## src/hdl/ffgs_pkg.sv

```systemverilog
// Shared types and constants for the FASTA/FASTQ gap splitter.
`timescale 1ns / 1ps
package ffgs_pkg;

  localparam int COUNT_WIDTH_DEF = 32;
  localparam int RES_DEPTH       = 4;

  typedef struct packed {
    logic       action;
    logic [7:0] byte_value;
  } in_item_t;

  typedef struct packed {
    logic        kind;
    logic [31:0] record_number;
    logic [31:0] run_start;
    logic [31:0] run_end;
    logic [3:0]  error_code;
    logic [31:0] line_number;
    logic        last;
  } out_item_t;

  // results of one input item, at most two
  typedef struct packed {
    logic [1:0] n;
    out_item_t  r0;
    out_item_t  r1;
  } ffgs_res_t;

  localparam logic ACT_DATA = 1'b0;
  localparam logic ACT_END  = 1'b1;

  localparam logic KIND_INTERVAL = 1'b0;
  localparam logic KIND_ERROR    = 1'b1;

  localparam logic [7:0] CH_N_UP = 8'h4E;
  localparam logic [7:0] CH_N_LO = 8'h6E;
  localparam logic [7:0] CH_GT   = 8'h3E;
  localparam logic [7:0] CH_AT   = 8'h40;
  localparam logic [7:0] CH_PLUS = 8'h2B;
  localparam logic [7:0] CH_CR   = 8'h0D;
  localparam logic [7:0] CH_LF   = 8'h0A;

  localparam logic [3:0] ERR_GT_IN_FASTQ   = 4'd0;
  localparam logic [3:0] ERR_AT_IN_FASTA   = 4'd1;
  localparam logic [3:0] ERR_CR_NO_LF      = 4'd2;
  localparam logic [3:0] ERR_STRAY_BYTE    = 4'd3;
  localparam logic [3:0] ERR_END_IN_NAME   = 4'd4;
  localparam logic [3:0] ERR_EMPTY_SEQ     = 4'd5;
  localparam logic [3:0] ERR_SEQ_LONG      = 4'd6;
  localparam logic [3:0] ERR_NO_PLUS       = 4'd7;
  localparam logic [3:0] ERR_EMPTY_QUAL    = 4'd8;
  localparam logic [3:0] ERR_QUAL_LINE_LONG = 4'd9;
  localparam logic [3:0] ERR_QUAL_TOO_LONG = 4'd10;
  localparam logic [3:0] ERR_QUAL_SHORT    = 4'd11;
  localparam logic [3:0] ERR_EMPTY_NAME    = 4'd12;
  localparam logic [3:0] ERR_NO_RECORD     = 4'd13;

  function automatic logic is_space(input logic [7:0] c);
    return (c == 8'h20) || (c >= 8'h09 && c <= 8'h0D);
  endfunction

  function automatic logic is_graph(input logic [7:0] c);
    return (c >= 8'h21) && (c <= 8'h7E);
  endfunction

endpackage

```

## src/hdl/ffgs_parse.sv

```systemverilog
// Record parser: state registers and per-byte next-state and result logic.
`timescale 1ns / 1ps
module ffgs_parse #(
  parameter int COUNT_WIDTH = ffgs_pkg::COUNT_WIDTH_DEF
) (
  input  logic               clk,
  input  logic               rst_n,
  input  logic               in_fire,
  input  ffgs_pkg::in_item_t in_data,
  output ffgs_pkg::ffgs_res_t res
);
  import ffgs_pkg::*;

  localparam int CW = COUNT_WIDTH;
  typedef logic [CW-1:0] cnt_t;
  localparam cnt_t CMAX = '1;
  localparam cnt_t ONE  = cnt_t'(1);

  typedef enum logic [3:0] {
    PH_OUT, PH_CR, PH_NAME_START, PH_NAME0, PH_NAME1, PH_NAME_SKIP,
    PH_SEQ_START, PH_SEQ_LINE, PH_SEQ_END, PH_PLUS_SKIP, PH_QUAL_START,
    PH_QUAL_LINE
  } phase_t;

  typedef enum logic [1:0] {FMT_NONE, FMT_FASTA, FMT_FASTQ} fmt_t;

  function automatic cnt_t inc(input cnt_t x);
    return (x == CMAX) ? x : x + ONE;
  endfunction

  function automatic cnt_t dec(input cnt_t x);
    return (x == '0) ? x : x - ONE;
  endfunction

  function automatic cnt_t sat_add(input cnt_t a, input cnt_t b);
    logic [CW:0] s;
    s = {1'b0, a} + {1'b0, b};
    return s[CW] ? CMAX : s[CW-1:0];
  endfunction

  phase_t ph_r, ph_nxt;
  fmt_t   fmt_r, fmt_nxt;
  logic   rc_r, rc_nxt, inr_r, inr_nxt, nhc_r, nhc_nxt;
  cnt_t   rb_r, rb_nxt, np_r, np_nxt, sl_r, sl_nxt, ql_r, ql_nxt;
  cnt_t   fl_r, fl_nxt, lch_r, lch_nxt, lgr_r, lgr_nxt;
  cnt_t   rs_r, rs_nxt, ln_r, ln_nxt;

  logic [1:0] n;
  out_item_t  r0, r1, it;
  logic       [7:0] c;
  logic       done;
  cnt_t       ll;

  function automatic out_item_t mk_int(input cnt_t rs, input cnt_t s, input cnt_t e);
    out_item_t o;
    o = '0;
    o.kind          = KIND_INTERVAL;
    o.record_number = 32'(dec(rs));
    o.run_start     = 32'(s);
    o.run_end       = 32'(e);
    return o;
  endfunction

  function automatic out_item_t mk_err(input logic [3:0] code, input cnt_t line);
    out_item_t o;
    o = '0;
    o.kind        = KIND_ERROR;
    o.error_code  = code;
    o.line_number = 32'(line);
    return o;
  endfunction

  always_comb begin
    ph_nxt = ph_r;  fmt_nxt = fmt_r; rc_nxt = rc_r; inr_nxt = inr_r; nhc_nxt = nhc_r;
    rb_nxt = rb_r;  np_nxt = np_r;   sl_nxt = sl_r; ql_nxt = ql_r;   fl_nxt = fl_r;
    lch_nxt = lch_r; lgr_nxt = lgr_r; rs_nxt = rs_r; ln_nxt = ln_r;
    n = 2'd0; r0 = '0; r1 = '0; it = '0; done = 1'b0; ll = '0;
    c = in_data.byte_value;

    if (in_data.action == ACT_DATA) begin
      case (ph_r)
        PH_CR: begin
          ph_nxt = PH_OUT;
          if (c == CH_LF) ln_nxt = inc(ln_nxt);
          else begin it = mk_err(ERR_CR_NO_LF, ln_nxt); r0 = it; n = 2'd1; end
        end
        PH_NAME_START, PH_NAME0, PH_NAME1: begin
          if (ph_r == PH_NAME_START) begin
            if (rc_nxt) begin
              if (!inr_nxt) begin
                if (!nhc_nxt) begin
                  r0 = mk_err(ERR_EMPTY_NAME, ln_nxt); n = 2'd1; done = 1'b1;
                end else begin
                  r0 = mk_int(rs_nxt, rb_nxt, dec(np_nxt)); n = 2'd1;
                end
              end
              if (!done) begin nhc_nxt = 1'b0; rc_nxt = 1'b0; end
            end
            if (!done) ph_nxt = PH_NAME0;
          end
          if (!done) begin
            if (!is_space(c)) begin
              nhc_nxt = 1'b1;
              ph_nxt  = PH_NAME1;
            end else if (ph_nxt == PH_NAME1 || c == CH_LF) begin
              if (c == CH_LF) begin
                ph_nxt = PH_SEQ_START; sl_nxt = '0; ql_nxt = '0; fl_nxt = '0;
                rb_nxt = ONE; np_nxt = ONE; inr_nxt = 1'b1;
                ln_nxt = inc(ln_nxt); rs_nxt = inc(rs_nxt);
              end else ph_nxt = PH_NAME_SKIP;
            end
          end
        end
        PH_NAME_SKIP: begin
          if (c == CH_LF) begin
            ph_nxt = PH_SEQ_START; sl_nxt = '0; ql_nxt = '0; fl_nxt = '0;
            rb_nxt = ONE; np_nxt = ONE; inr_nxt = 1'b1;
            ln_nxt = inc(ln_nxt); rs_nxt = inc(rs_nxt);
          end
        end
        PH_SEQ_START, PH_SEQ_LINE: begin
          if (ph_r == PH_SEQ_START) begin
            if (fmt_r == FMT_FASTA) begin
              if (c == CH_LF) begin ph_nxt = PH_OUT; ln_nxt = inc(ln_nxt); done = 1'b1; end
              else if (c == CH_GT) begin ph_nxt = PH_NAME_START; done = 1'b1; end
            end else if (fmt_r == FMT_FASTQ) begin
              if (c == CH_PLUS) begin ph_nxt = PH_PLUS_SKIP; done = 1'b1; end
              else if (c == CH_LF) begin
                r0 = mk_err(ERR_EMPTY_SEQ, ln_nxt); n = 2'd1; done = 1'b1;
              end
            end
            if (!done) begin
              lch_nxt = '0; lgr_nxt = '0;
              if (fmt_r == FMT_FASTA) rc_nxt = 1'b1;
              ph_nxt = PH_SEQ_LINE;
            end
          end
          if (!done && ph_r == PH_SEQ_LINE && c == CH_LF) begin
            // line end
            ll = inc(lch_nxt); lch_nxt = ll; ph_nxt = PH_SEQ_START;
            sl_nxt = sat_add(sl_nxt, lgr_nxt);
            if (fl_nxt == '0) begin
              fl_nxt = ll; ln_nxt = inc(ln_nxt);
            end else if (fl_nxt > ll) begin
              ph_nxt = (fmt_r == FMT_FASTQ) ? PH_SEQ_END : PH_OUT;
              ln_nxt = inc(ln_nxt);
            end else if (fl_nxt < ll) begin
              r0 = mk_err(ERR_SEQ_LONG, ln_nxt); n = 2'd1;
            end else ln_nxt = inc(ln_nxt);
          end else if (!done) begin
            lch_nxt = inc(lch_nxt); lgr_nxt = inc(lgr_nxt);
            if (is_graph(c)) begin
              if (c == CH_N_UP || c == CH_N_LO) begin
                if (!inr_nxt) begin
                  if (!nhc_nxt) begin
                    r0 = mk_err(ERR_EMPTY_NAME, ln_nxt); n = 2'd1;
                  end else begin
                    r0 = mk_int(rs_nxt, rb_nxt, dec(np_nxt)); n = 2'd1;
                    rb_nxt = np_nxt; np_nxt = inc(np_nxt); inr_nxt = 1'b1;
                  end
                end else begin
                  rb_nxt = inc(rb_nxt); np_nxt = inc(np_nxt);
                end
              end else begin
                if (inr_nxt) begin rb_nxt = np_nxt; inr_nxt = 1'b0; end
                np_nxt = inc(np_nxt);
              end
            end
          end
        end
        PH_SEQ_END: begin
          if (c == CH_PLUS) ph_nxt = PH_PLUS_SKIP;
          else begin r0 = mk_err(ERR_NO_PLUS, ln_nxt); n = 2'd1; end
        end
        PH_PLUS_SKIP: begin
          if (c == CH_LF) begin ph_nxt = PH_QUAL_START; ln_nxt = inc(ln_nxt); end
        end
        PH_QUAL_START: begin
          if (c == CH_LF) begin
            if (!rc_nxt) begin r0 = mk_err(ERR_EMPTY_QUAL, ln_nxt); n = 2'd1; end
            else begin ph_nxt = PH_OUT; ln_nxt = inc(ln_nxt); end
          end else if (c == CH_AT && rc_nxt) begin
            ph_nxt = PH_NAME_START;
          end else begin
            lch_nxt = ONE; ph_nxt = PH_QUAL_LINE;
            lgr_nxt = is_graph(c) ? ONE : '0;
          end
        end
        PH_QUAL_LINE: begin
          if (c == CH_LF) begin
            ll = inc(lch_nxt); lch_nxt = ll; ph_nxt = PH_QUAL_START;
            ql_nxt = sat_add(ql_nxt, lgr_nxt);
            if (fl_nxt < ll) begin r0 = mk_err(ERR_QUAL_LINE_LONG, ln_nxt); n = 2'd1; end
            else if (ql_nxt == sl_nxt) begin rc_nxt = 1'b1; ln_nxt = inc(ln_nxt); end
            else if (ql_nxt > sl_nxt) begin
              r0 = mk_err(ERR_QUAL_TOO_LONG, ln_nxt); n = 2'd1;
            end else if (fl_nxt > ll) begin
              r0 = mk_err(ERR_QUAL_SHORT, ln_nxt); n = 2'd1;
            end else ln_nxt = inc(ln_nxt);
          end else begin
            lch_nxt = inc(lch_nxt);
            if (is_graph(c)) lgr_nxt = inc(lgr_nxt);
          end
        end
        default: begin
          ph_nxt = PH_OUT;
          if (c == CH_GT) begin
            if (fmt_r == FMT_FASTQ) begin r0 = mk_err(ERR_GT_IN_FASTQ, ln_nxt); n = 2'd1; end
            else begin fmt_nxt = FMT_FASTA; ph_nxt = PH_NAME_START; end
          end else if (c == CH_AT) begin
            if (fmt_r == FMT_FASTA) begin r0 = mk_err(ERR_AT_IN_FASTA, ln_nxt); n = 2'd1; end
            else begin fmt_nxt = FMT_FASTQ; ph_nxt = PH_NAME_START; end
          end else if (c == CH_CR) ph_nxt = PH_CR;
          else if (c == CH_LF) ln_nxt = inc(ln_nxt);
          else begin r0 = mk_err(ERR_STRAY_BYTE, ln_nxt); n = 2'd1; end
        end
      endcase
    end else begin
      // end of stream: close the open line, flush, then back to reset state
      case (ph_r)
        PH_CR: begin r0 = mk_err(ERR_CR_NO_LF, ln_nxt); n = 2'd1; end
        PH_NAME0, PH_NAME1: begin r0 = mk_err(ERR_END_IN_NAME, ln_nxt); n = 2'd1; end
        PH_NAME_SKIP: begin
          sl_nxt = '0; ql_nxt = '0; fl_nxt = '0;
          rb_nxt = ONE; np_nxt = ONE; inr_nxt = 1'b1;
          ln_nxt = inc(ln_nxt); rs_nxt = inc(rs_nxt);
        end
        PH_SEQ_LINE: begin
          ll = inc(lch_nxt);
          if (fl_nxt != '0 && fl_nxt < ll) begin
            r0 = mk_err(ERR_SEQ_LONG, ln_nxt); n = 2'd1;
          end else ln_nxt = inc(ln_nxt);
        end
        PH_PLUS_SKIP: ln_nxt = inc(ln_nxt);
        PH_QUAL_LINE: begin
          ll = inc(lch_nxt);
          ql_nxt = sat_add(ql_nxt, lgr_nxt);
          if (fl_nxt < ll) begin r0 = mk_err(ERR_QUAL_LINE_LONG, ln_nxt); n = 2'd1; end
          else if (ql_nxt == sl_nxt) begin rc_nxt = 1'b1; ln_nxt = inc(ln_nxt); end
          else if (ql_nxt > sl_nxt) begin
            r0 = mk_err(ERR_QUAL_TOO_LONG, ln_nxt); n = 2'd1;
          end else if (fl_nxt > ll) begin
            r0 = mk_err(ERR_QUAL_SHORT, ln_nxt); n = 2'd1;
          end else ln_nxt = inc(ln_nxt);
        end
        default: ;
      endcase
      it = '0;
      done = 1'b1;
      if (rc_nxt) begin
        if (!inr_nxt) begin
          if (!nhc_nxt) it = mk_err(ERR_EMPTY_NAME, ln_nxt);
          else it = mk_int(rs_nxt, rb_nxt, dec(np_nxt));
        end else done = 1'b0;
      end else it = mk_err(ERR_NO_RECORD, ln_nxt);
      if (done) begin
        if (n == 2'd0) begin r0 = it; n = 2'd1; end
        else begin r1 = it; n = 2'd2; end
      end
      ph_nxt = PH_OUT;  fmt_nxt = FMT_NONE; rc_nxt = 1'b0; inr_nxt = 1'b1; nhc_nxt = 1'b0;
      rb_nxt = ONE; np_nxt = ONE; sl_nxt = '0; ql_nxt = '0; fl_nxt = '0;
      lch_nxt = '0; lgr_nxt = '0; rs_nxt = '0; ln_nxt = ONE;
    end

    if (n == 2'd1) r0.last = 1'b1;
    if (n == 2'd2) r1.last = 1'b1;
    res.n  = n;
    res.r0 = r0;
    res.r1 = r1;
  end

  always_ff @(posedge clk) begin
    if (!rst_n) begin
      ph_r <= PH_OUT;  fmt_r <= FMT_NONE; rc_r <= 1'b0; inr_r <= 1'b1; nhc_r <= 1'b0;
      rb_r <= ONE; np_r <= ONE; sl_r <= '0; ql_r <= '0; fl_r <= '0;
      lch_r <= '0; lgr_r <= '0; rs_r <= '0; ln_r <= ONE;
    end else if (in_fire) begin
      ph_r <= ph_nxt;  fmt_r <= fmt_nxt; rc_r <= rc_nxt; inr_r <= inr_nxt; nhc_r <= nhc_nxt;
      rb_r <= rb_nxt; np_r <= np_nxt; sl_r <= sl_nxt; ql_r <= ql_nxt; fl_r <= fl_nxt;
      lch_r <= lch_nxt; lgr_r <= lgr_nxt; rs_r <= rs_nxt; ln_r <= ln_nxt;
    end
  end

endmodule

```

## src/hdl/fasta_fastq_gap_splitter_core.sv

```systemverilog
// Top level: FASTA/FASTQ parser with non-N interval and error result queue.
// Results are written into the result queue before they appear on the output.
// Throughput: one byte per cycle while in_stall is low; each byte yields zero to two results,
// which leave through a four-entry result queue at one per cycle while out_stall is low.
// Input stalls while the queue holds more than two results.
// Reset (rst_n low, synchronous) returns the parser to outside-record and
// empties the queue.
`timescale 1ns / 1ps
module fasta_fastq_gap_splitter_core #(
  parameter int COUNT_WIDTH = ffgs_pkg::COUNT_WIDTH_DEF
) (
  input  logic                clk,
  input  logic                rst_n,
  input  logic                in_valid,
  output logic                in_stall,
  input  ffgs_pkg::in_item_t  in_data,
  output logic                out_valid,
  input  logic                out_stall,
  output ffgs_pkg::out_item_t out_data
);
  import ffgs_pkg::*;

  localparam int AW = $clog2(RES_DEPTH);

  ffgs_res_t    res;
  logic         in_fire, out_fire;
  out_item_t    q_mem [RES_DEPTH];
  logic [AW-1:0] wp_r, rp_r;
  logic [AW:0]  cnt_r;

  assign in_stall  = cnt_r > (AW+1)'(RES_DEPTH - 2);
  assign in_fire   = in_valid && !in_stall;
  assign out_valid = cnt_r != '0;
  assign out_fire  = out_valid && !out_stall;
  assign out_data  = q_mem[rp_r];

  ffgs_parse #(.COUNT_WIDTH(COUNT_WIDTH)) u_parse (
    .clk     (clk),
    .rst_n   (rst_n),
    .in_fire (in_fire),
    .in_data (in_data),
    .res     (res)
  );

  always_ff @(posedge clk) begin
    if (in_fire) begin
      if (res.n != 2'd0) q_mem[wp_r] <= res.r0;
      if (res.n == 2'd2) q_mem[wp_r + AW'(1)] <= res.r1;
    end
  end

  always_ff @(posedge clk) begin
    if (!rst_n) begin
      wp_r  <= '0;
      rp_r  <= '0;
      cnt_r <= '0;
    end else begin
      if (in_fire) wp_r <= wp_r + AW'(res.n);
      if (out_fire) rp_r <= rp_r + AW'(1);
      cnt_r <= cnt_r + (in_fire ? (AW+1)'(res.n) : '0) - (AW+1)'(out_fire);
    end
  end

endmodule

```

## config.mk

```make
export PLATFORM = sky130hd
export DESIGN_NAME = fasta_fastq_gap_splitter_core
export DESIGN_NICKNAME = d
export VERILOG_FILES = /design/src/hdl/ffgs_pkg.sv /design/src/hdl/ffgs_parse.sv /design/src/hdl/fasta_fastq_gap_splitter_core.sv
export SDC_FILE = /design/constraint.sdc
export NUM_CORES = 2
export LEC_CHECK = 0
export BUFFER_PORTS_ARGS = -buffer_cell sky130_fd_sc_hd__clkbuf_2
export CAP_MARGIN = 15
export CORE_UTILIZATION = 35
export CTS_CLUSTER_SIZE = 12
export DETAILED_ROUTE_END_ITERATION = 12
export MAX_ROUTING_LAYER = met4
export SLEW_MARGIN = 25
export SYNTH_ARGS = -nofsm -noshare
export SYNTH_HDL_FRONTEND = slang
export SYNTH_SLANG_ARGS = --single-unit
```

## constraint.sdc

```tcl
create_clock -name clk -period 35.3 [get_ports clk]
set_input_delay 8.825 -clock clk [delete_from_list [all_inputs] [get_ports clk]]
set_output_delay 8.825 -clock clk [all_outputs]
set_load 0.005 [all_outputs]
```

Yosys cells after proc, flatten, opt, wreduce, memory -nomap -nowiden
Memory sizes are Yosys's and may differ from the RTL's. A register that Yosys moved wholly into a read port is not among the register bits.
Cells that the tools add are included.
Operators by class
  add/sub/neg operators: 20
  magnitude comparators: 10
  eq/ne operators: 71
  muxes and demuxes: 314
  reduce and logical (&&, ||, !) cells: 52
Operators by type and width (number)
  134-bit two-way mux: 43
  32-bit two-way mux: 111
  134-bit one-hot mux with 7 select lines: 1
  32-bit one-hot mux with 3 select lines: 8
  134-bit one-hot mux with 4 select lines: 1
  32-bit by 1-bit adder with 32-bit output, second input constant: 9
  32-bit equality test, second input constant: 9
  32-bit one-hot mux with 6 select lines: 1
  32-bit zero test: 5
  32-bit by 1-bit subtractor with 32-bit output, second input constant: 4
  4-bit two-way mux: 26
  32-bit greater-than comparator: 3
  1-bit two-way mux: 81
  2-bit two-way mux: 36
  32-bit by 32-bit adder with 33-bit output: 2
  32-bit < comparator: 2
  32-bit one-hot mux with 2 select lines: 1
  3-bit by 2-bit inequality test with 1-bit output, second input constant: 13
  32-bit equality test: 1
  32-bit nonzero test: 1
  3-bit inequality test, second input constant: 10
  7-bit inequality test, second input constant: 4
  4-bit one-hot mux with 7 select lines: 1
  7-bit AND reduction: 4
  other kinds (46): 90
Word-level totals
  bits in registers: 304
  RAM bits: 536
  output and inout bits: 136
  memories: 1
Memory list
  q_mem: depth 4, width 134, read ports 1, clocked after memory_dff 1, wr ports 2, line fasta_fastq_gap_splitter_core.sv:27  | out_item_t q_mem [RES_DEPTH];

Depth between registers and ports, before layout
  word-level depth: 25
  mapped depth: 37

By module
From an unflattened synthesis, not the netlist that was laid out.
Unflattened totals
  cells, all modules: 6591
  area total of the unflattened synthesis: 61295.0 um^2
Modules (own cells, without submodules)
  ffgs_parse: times used 1, cells an instance 5232, area each 34593.2 um^2
  fasta_fastq_gap_splitter_core: times used 1, cells an instance 1359, area each 26701.9 um^2

Worst setup path after synthesis
Ideal clock, no wire load.
  kind: input to register
  start: input port in_data[4] (netlist bit)
  end: memory q_mem[3][0] (netlist bit), enable pin
  setup time: 1.141 ns
  data arrival time: 16.799 ns
  required time: 34.159 ns
  setup slack: 17.360 ns
  stages: 29
  cell sequence: clkbuf_1 > and3_1 > o2111ai_1 > nand3_1 > clkbuf_1 > clkbuf_1 > clkbuf_1 > and2_1 > ha_1 > and2_1 > nand4_1 > nand2_1 > or4b_2 > clkbuf_1 > nor3_1 > xor2_1 > nand2_1 > ha_1 > nand4_1 > nor2_1 > nand3_1 > a211oi_1 > nor4_1 > a211oi_1 > a21oi_2 > o21ai_0 > clkbuf_1 > clkbuf_1 > nand2_1
RTL lines
  start: declaration: line fasta_fastq_gap_splitter_core.sv:16  | input ffgs_pkg::in_item_t in_data,
  end: declaration: line fasta_fastq_gap_splitter_core.sv:27

==> results.toml <==
[floorplan]
dieArea_mm2 = 0.163
pin_count = 149
start_util_pct = 35.2
die_h_um = 404
fp-row-count = 147
core_mm2 = 0.160
chipWidth_um = 404

[global_route]
grt_use_total_pct = 25.9
antenna_found_initial = 3
grt.busiest_layer = "met2"
grt_pass1_vias = 49000
grt_pass1_wl_um = 317000
met3_usage_pct = 4.49
grtUsageMet1_pct = 34.8
grt_max_degree = 85
met2_usage_pct = 39.4
gr-total-overflow = 0

[yosys]
syn_area_per_cell_um2 = 9.00
synth_fp_nets = 6470
synth-seq-cells = 842
ys_types = 115
synth_async_sr_flop_share_pct = 0
yosysWarnings = 0
synth_edf_count = 532
synth_ff_type = "edfxtp_1"
synth_area_mm2 = 0.0565
yosysSeqAreaShare_pct = 39.3
syn_inst = 6271

[cts]
root_buffer = "clkbuf_16"
insertion_delay_ns = 0.74
numCtsBuffers = 97
cts_hold_buf = 0
clock_sinks = 842
cts_tree = "yes"
htreeDepth = 3
clk_path_buf_depth = 3
cts_resized = 0
post_cts_buffers = 0
clk_pin_slew_ns = 0.06

[power_and_ir_drop]
cellLeakagePower_nw = 21.2
powerDensity_mw_per_mm2 = 43.0
vdd_drop_max_uv = 37.2
total_power_mw = 2.68

[route]
drc = 0
vias_per_cell = 6.22
wire_per_inst_um = 25.4
ant_nets = 0
wirelength_um = 213000
via_count = 52100
drtIter0Drc = 6314
first_pass_iters = 8

[placement]
place_congestion = 0.979
placed_cell_area_mm2 = 0.0591
dp_hpwl_um = 145000
numPortBuffers = 148

[finish]
drive_above_1_share_pct = 11.4
final_common_cell = "nand2_1"
area_growth_pct = 10.4
nets = 6335
layout_common_cells = "nand2_1 (607), edfxtp_1 (532), nor2_1 (507), a21oi_1 (403), o21ai_0 (402)"
fin_area_mm2 = 0.0623

[timing]
period_share_pct = 48.2
tightest_slew_ns = 1.17
fin_crit_ns = 17.02
fmax_ghz = 0.0587
tns_ns = 0
setup_violations = 0
max_slew_margin_pct = 21.2
skew_ns = 0.0291
hold_violations = 0
slew_violations = 0
rsz0062_at_grt = "no"

[critical_path]
worstSetupPathType = "in2reg"
cp-end-kind = "flop"
start_kind = "input port"
critical_path_arrival_ns = 17.37
required_ns = 35.65
critPathMaxFanout = 67

[status]
outcome = "finished clean"

[hold_path]
hold_class = "reg2reg"

[run]
max-cap-violations = 0
[power by group]
part | internal (mW) | total, mW | switching [mW]
sequential | 1.09 | 1.12 | 0.0290
combinational | 0.197 | 0.517 | 0.320
clock | 0.592 | 1.04 | 0.450
[final cells by class]
| class | count | area [um^2] |
|---|---|---|
| antenna | 1 | 2.50 |
| inverter | 125 | 474 |
| multi-input combinational | 4793 | 32000 |
| clock buffer | 135 | 2710 |
| tap | 2160 | 2700 |
| timing repair buffer | 277 | 1740 |
| clock inverter | 43 | 512 |
| fill | 16000 | 98100 |
| sequential | 842 | 22200 |
[state kept, by name, summed over array words and instances, names as in the netlist, named ones only]
name           flops
u_parse.fl_r      32
u_parse.ph_r       4
u_parse.sl_r      32
u_parse.nhc_r      1
u_parse.inr_r      1
cnt_r              3
u_parse.rb_r      32
u_parse.fmt_r      2
u_parse.rs_r      32
wp_r               2
u_parse.ln_r      32
u_parse.ql_r      32
u_parse.np_r      32
u_parse.rc_r       1
u_parse.lgr_r     32
rp_r               2
u_parse.lch_r     32
q_mem            536
[Yosys cell counts, drive strengths merged (42+ instances only)]
| cell | instances | area share, % |
|---|---|---|
| a21oi | 407 | 3.6 |
| a22oi | 48 | 0.65 |
| o22ai | 378 | 4.2 |
| a21o | 50 | 0.66 |
| xor2 | 134 | 2.1 |
| and2 | 178 | 2.0 |
| xnor2 | 215 | 3.3 |
| nor2b | 61 | 0.68 |
| nand3 | 214 | 1.9 |
| nand2 | 617 | 4.1 |
| a22o | 43 | 0.67 |
| o21a | 42 | 0.56 |
| edfxtp | 532 | 28 |
| and3 | 77 | 0.85 |
| or3 | 65 | 0.74 |
| nand4 | 113 | 1.4 |
| ha | 183 | 4.1 |
| clkbuf | 421 | 2.8 |
| inv | 123 | 0.82 |
| dfxtp | 310 | 11 |
| nor4 | 86 | 1.2 |
| a31oi | 77 | 0.85 |
| nor2 | 515 | 3.4 |
| nor3 | 158 | 1.4 |
| buf | 90 | 0.80 |
| o21ai | 424 | 3.8 |
| mux4 | 134 | 5.3 |
[cells by family after synthesis]
group | Yosys count | synth area share (%)
AO/OA/AOI/OAI | 1843 | 20.8
adder cells (fa/ha/maj) | 186 | 4.16
XOR/XNOR | 349 | 5.43
AND/OR/NAND/NOR | 2259 | 20.1
flip-flops | 842 | 39.3
multiplexers | 156 | 5.75
buffers and inverters | 636 | 4.43
[metal layers]
| metal | vias up | part of all wire (%) |
|---|---|---|
| li1 | 23400 | - |
| met2 | 2718 | 45 |
| met5 | - | 0 |
| met3 | 430 | 8.6 |
| met4 | 0 | 3.4 |
| met1 | 25600 | 43 |
[stage by stage]
step	hold WS [ns]	std cells	worst slack (ns)	util, %
after floorplan	0.435	6271	17.36	-
after global placement	0.447	8195	17.68	36.8
after detailed placement	0.454	8196	17.57	36.8
after CTS	0.461	8374	18.30	38.8
after global routing	0.476	8376	17.70	38.9
final	0.460	8376	18.28	38.9
[path summary, 6_finish.rpt]
kind | cells after the start | slack [ns] | to | startpoint
max | 25 | 18.28 | q_mem[1][72] | in_data[5]
min | 2 | 0.46 | u_parse.sl_r[19] | u_parse.sl_r[19]
max reg2reg | 28 | 25.15 | q_mem[2][22] | u_parse.lgr_r[0]
min reg2reg | 2 | 0.46 | u_parse.sl_r[19] | u_parse.sl_r[19]
[worst max-delay path, cell delays in order]
cell,delay (ns)
clkbuf_2,0.23
and3_1,0.24
o2111ai_1,0.31
nand3_2,0.10
buf_4,0.37
and2_1,0.28
ha_1,0.24
and2_1,0.17
nand4_1,0.18
nand2_1,0.25
or4b_2,0.92
nor3_1,0.26
xor2_1,0.26
ha_1,0.31
a21oi_1,0.16
a21oi_1,0.09
nor3_1,0.29
a21oi_1,0.16
nor4_1,0.79
a211oi_1,0.14
a21oi_2,0.53
nor2_1,0.24
or2_4,0.54
nand2_4,0.51
buf_4,0.80
(Power assumes the default switching activity.)
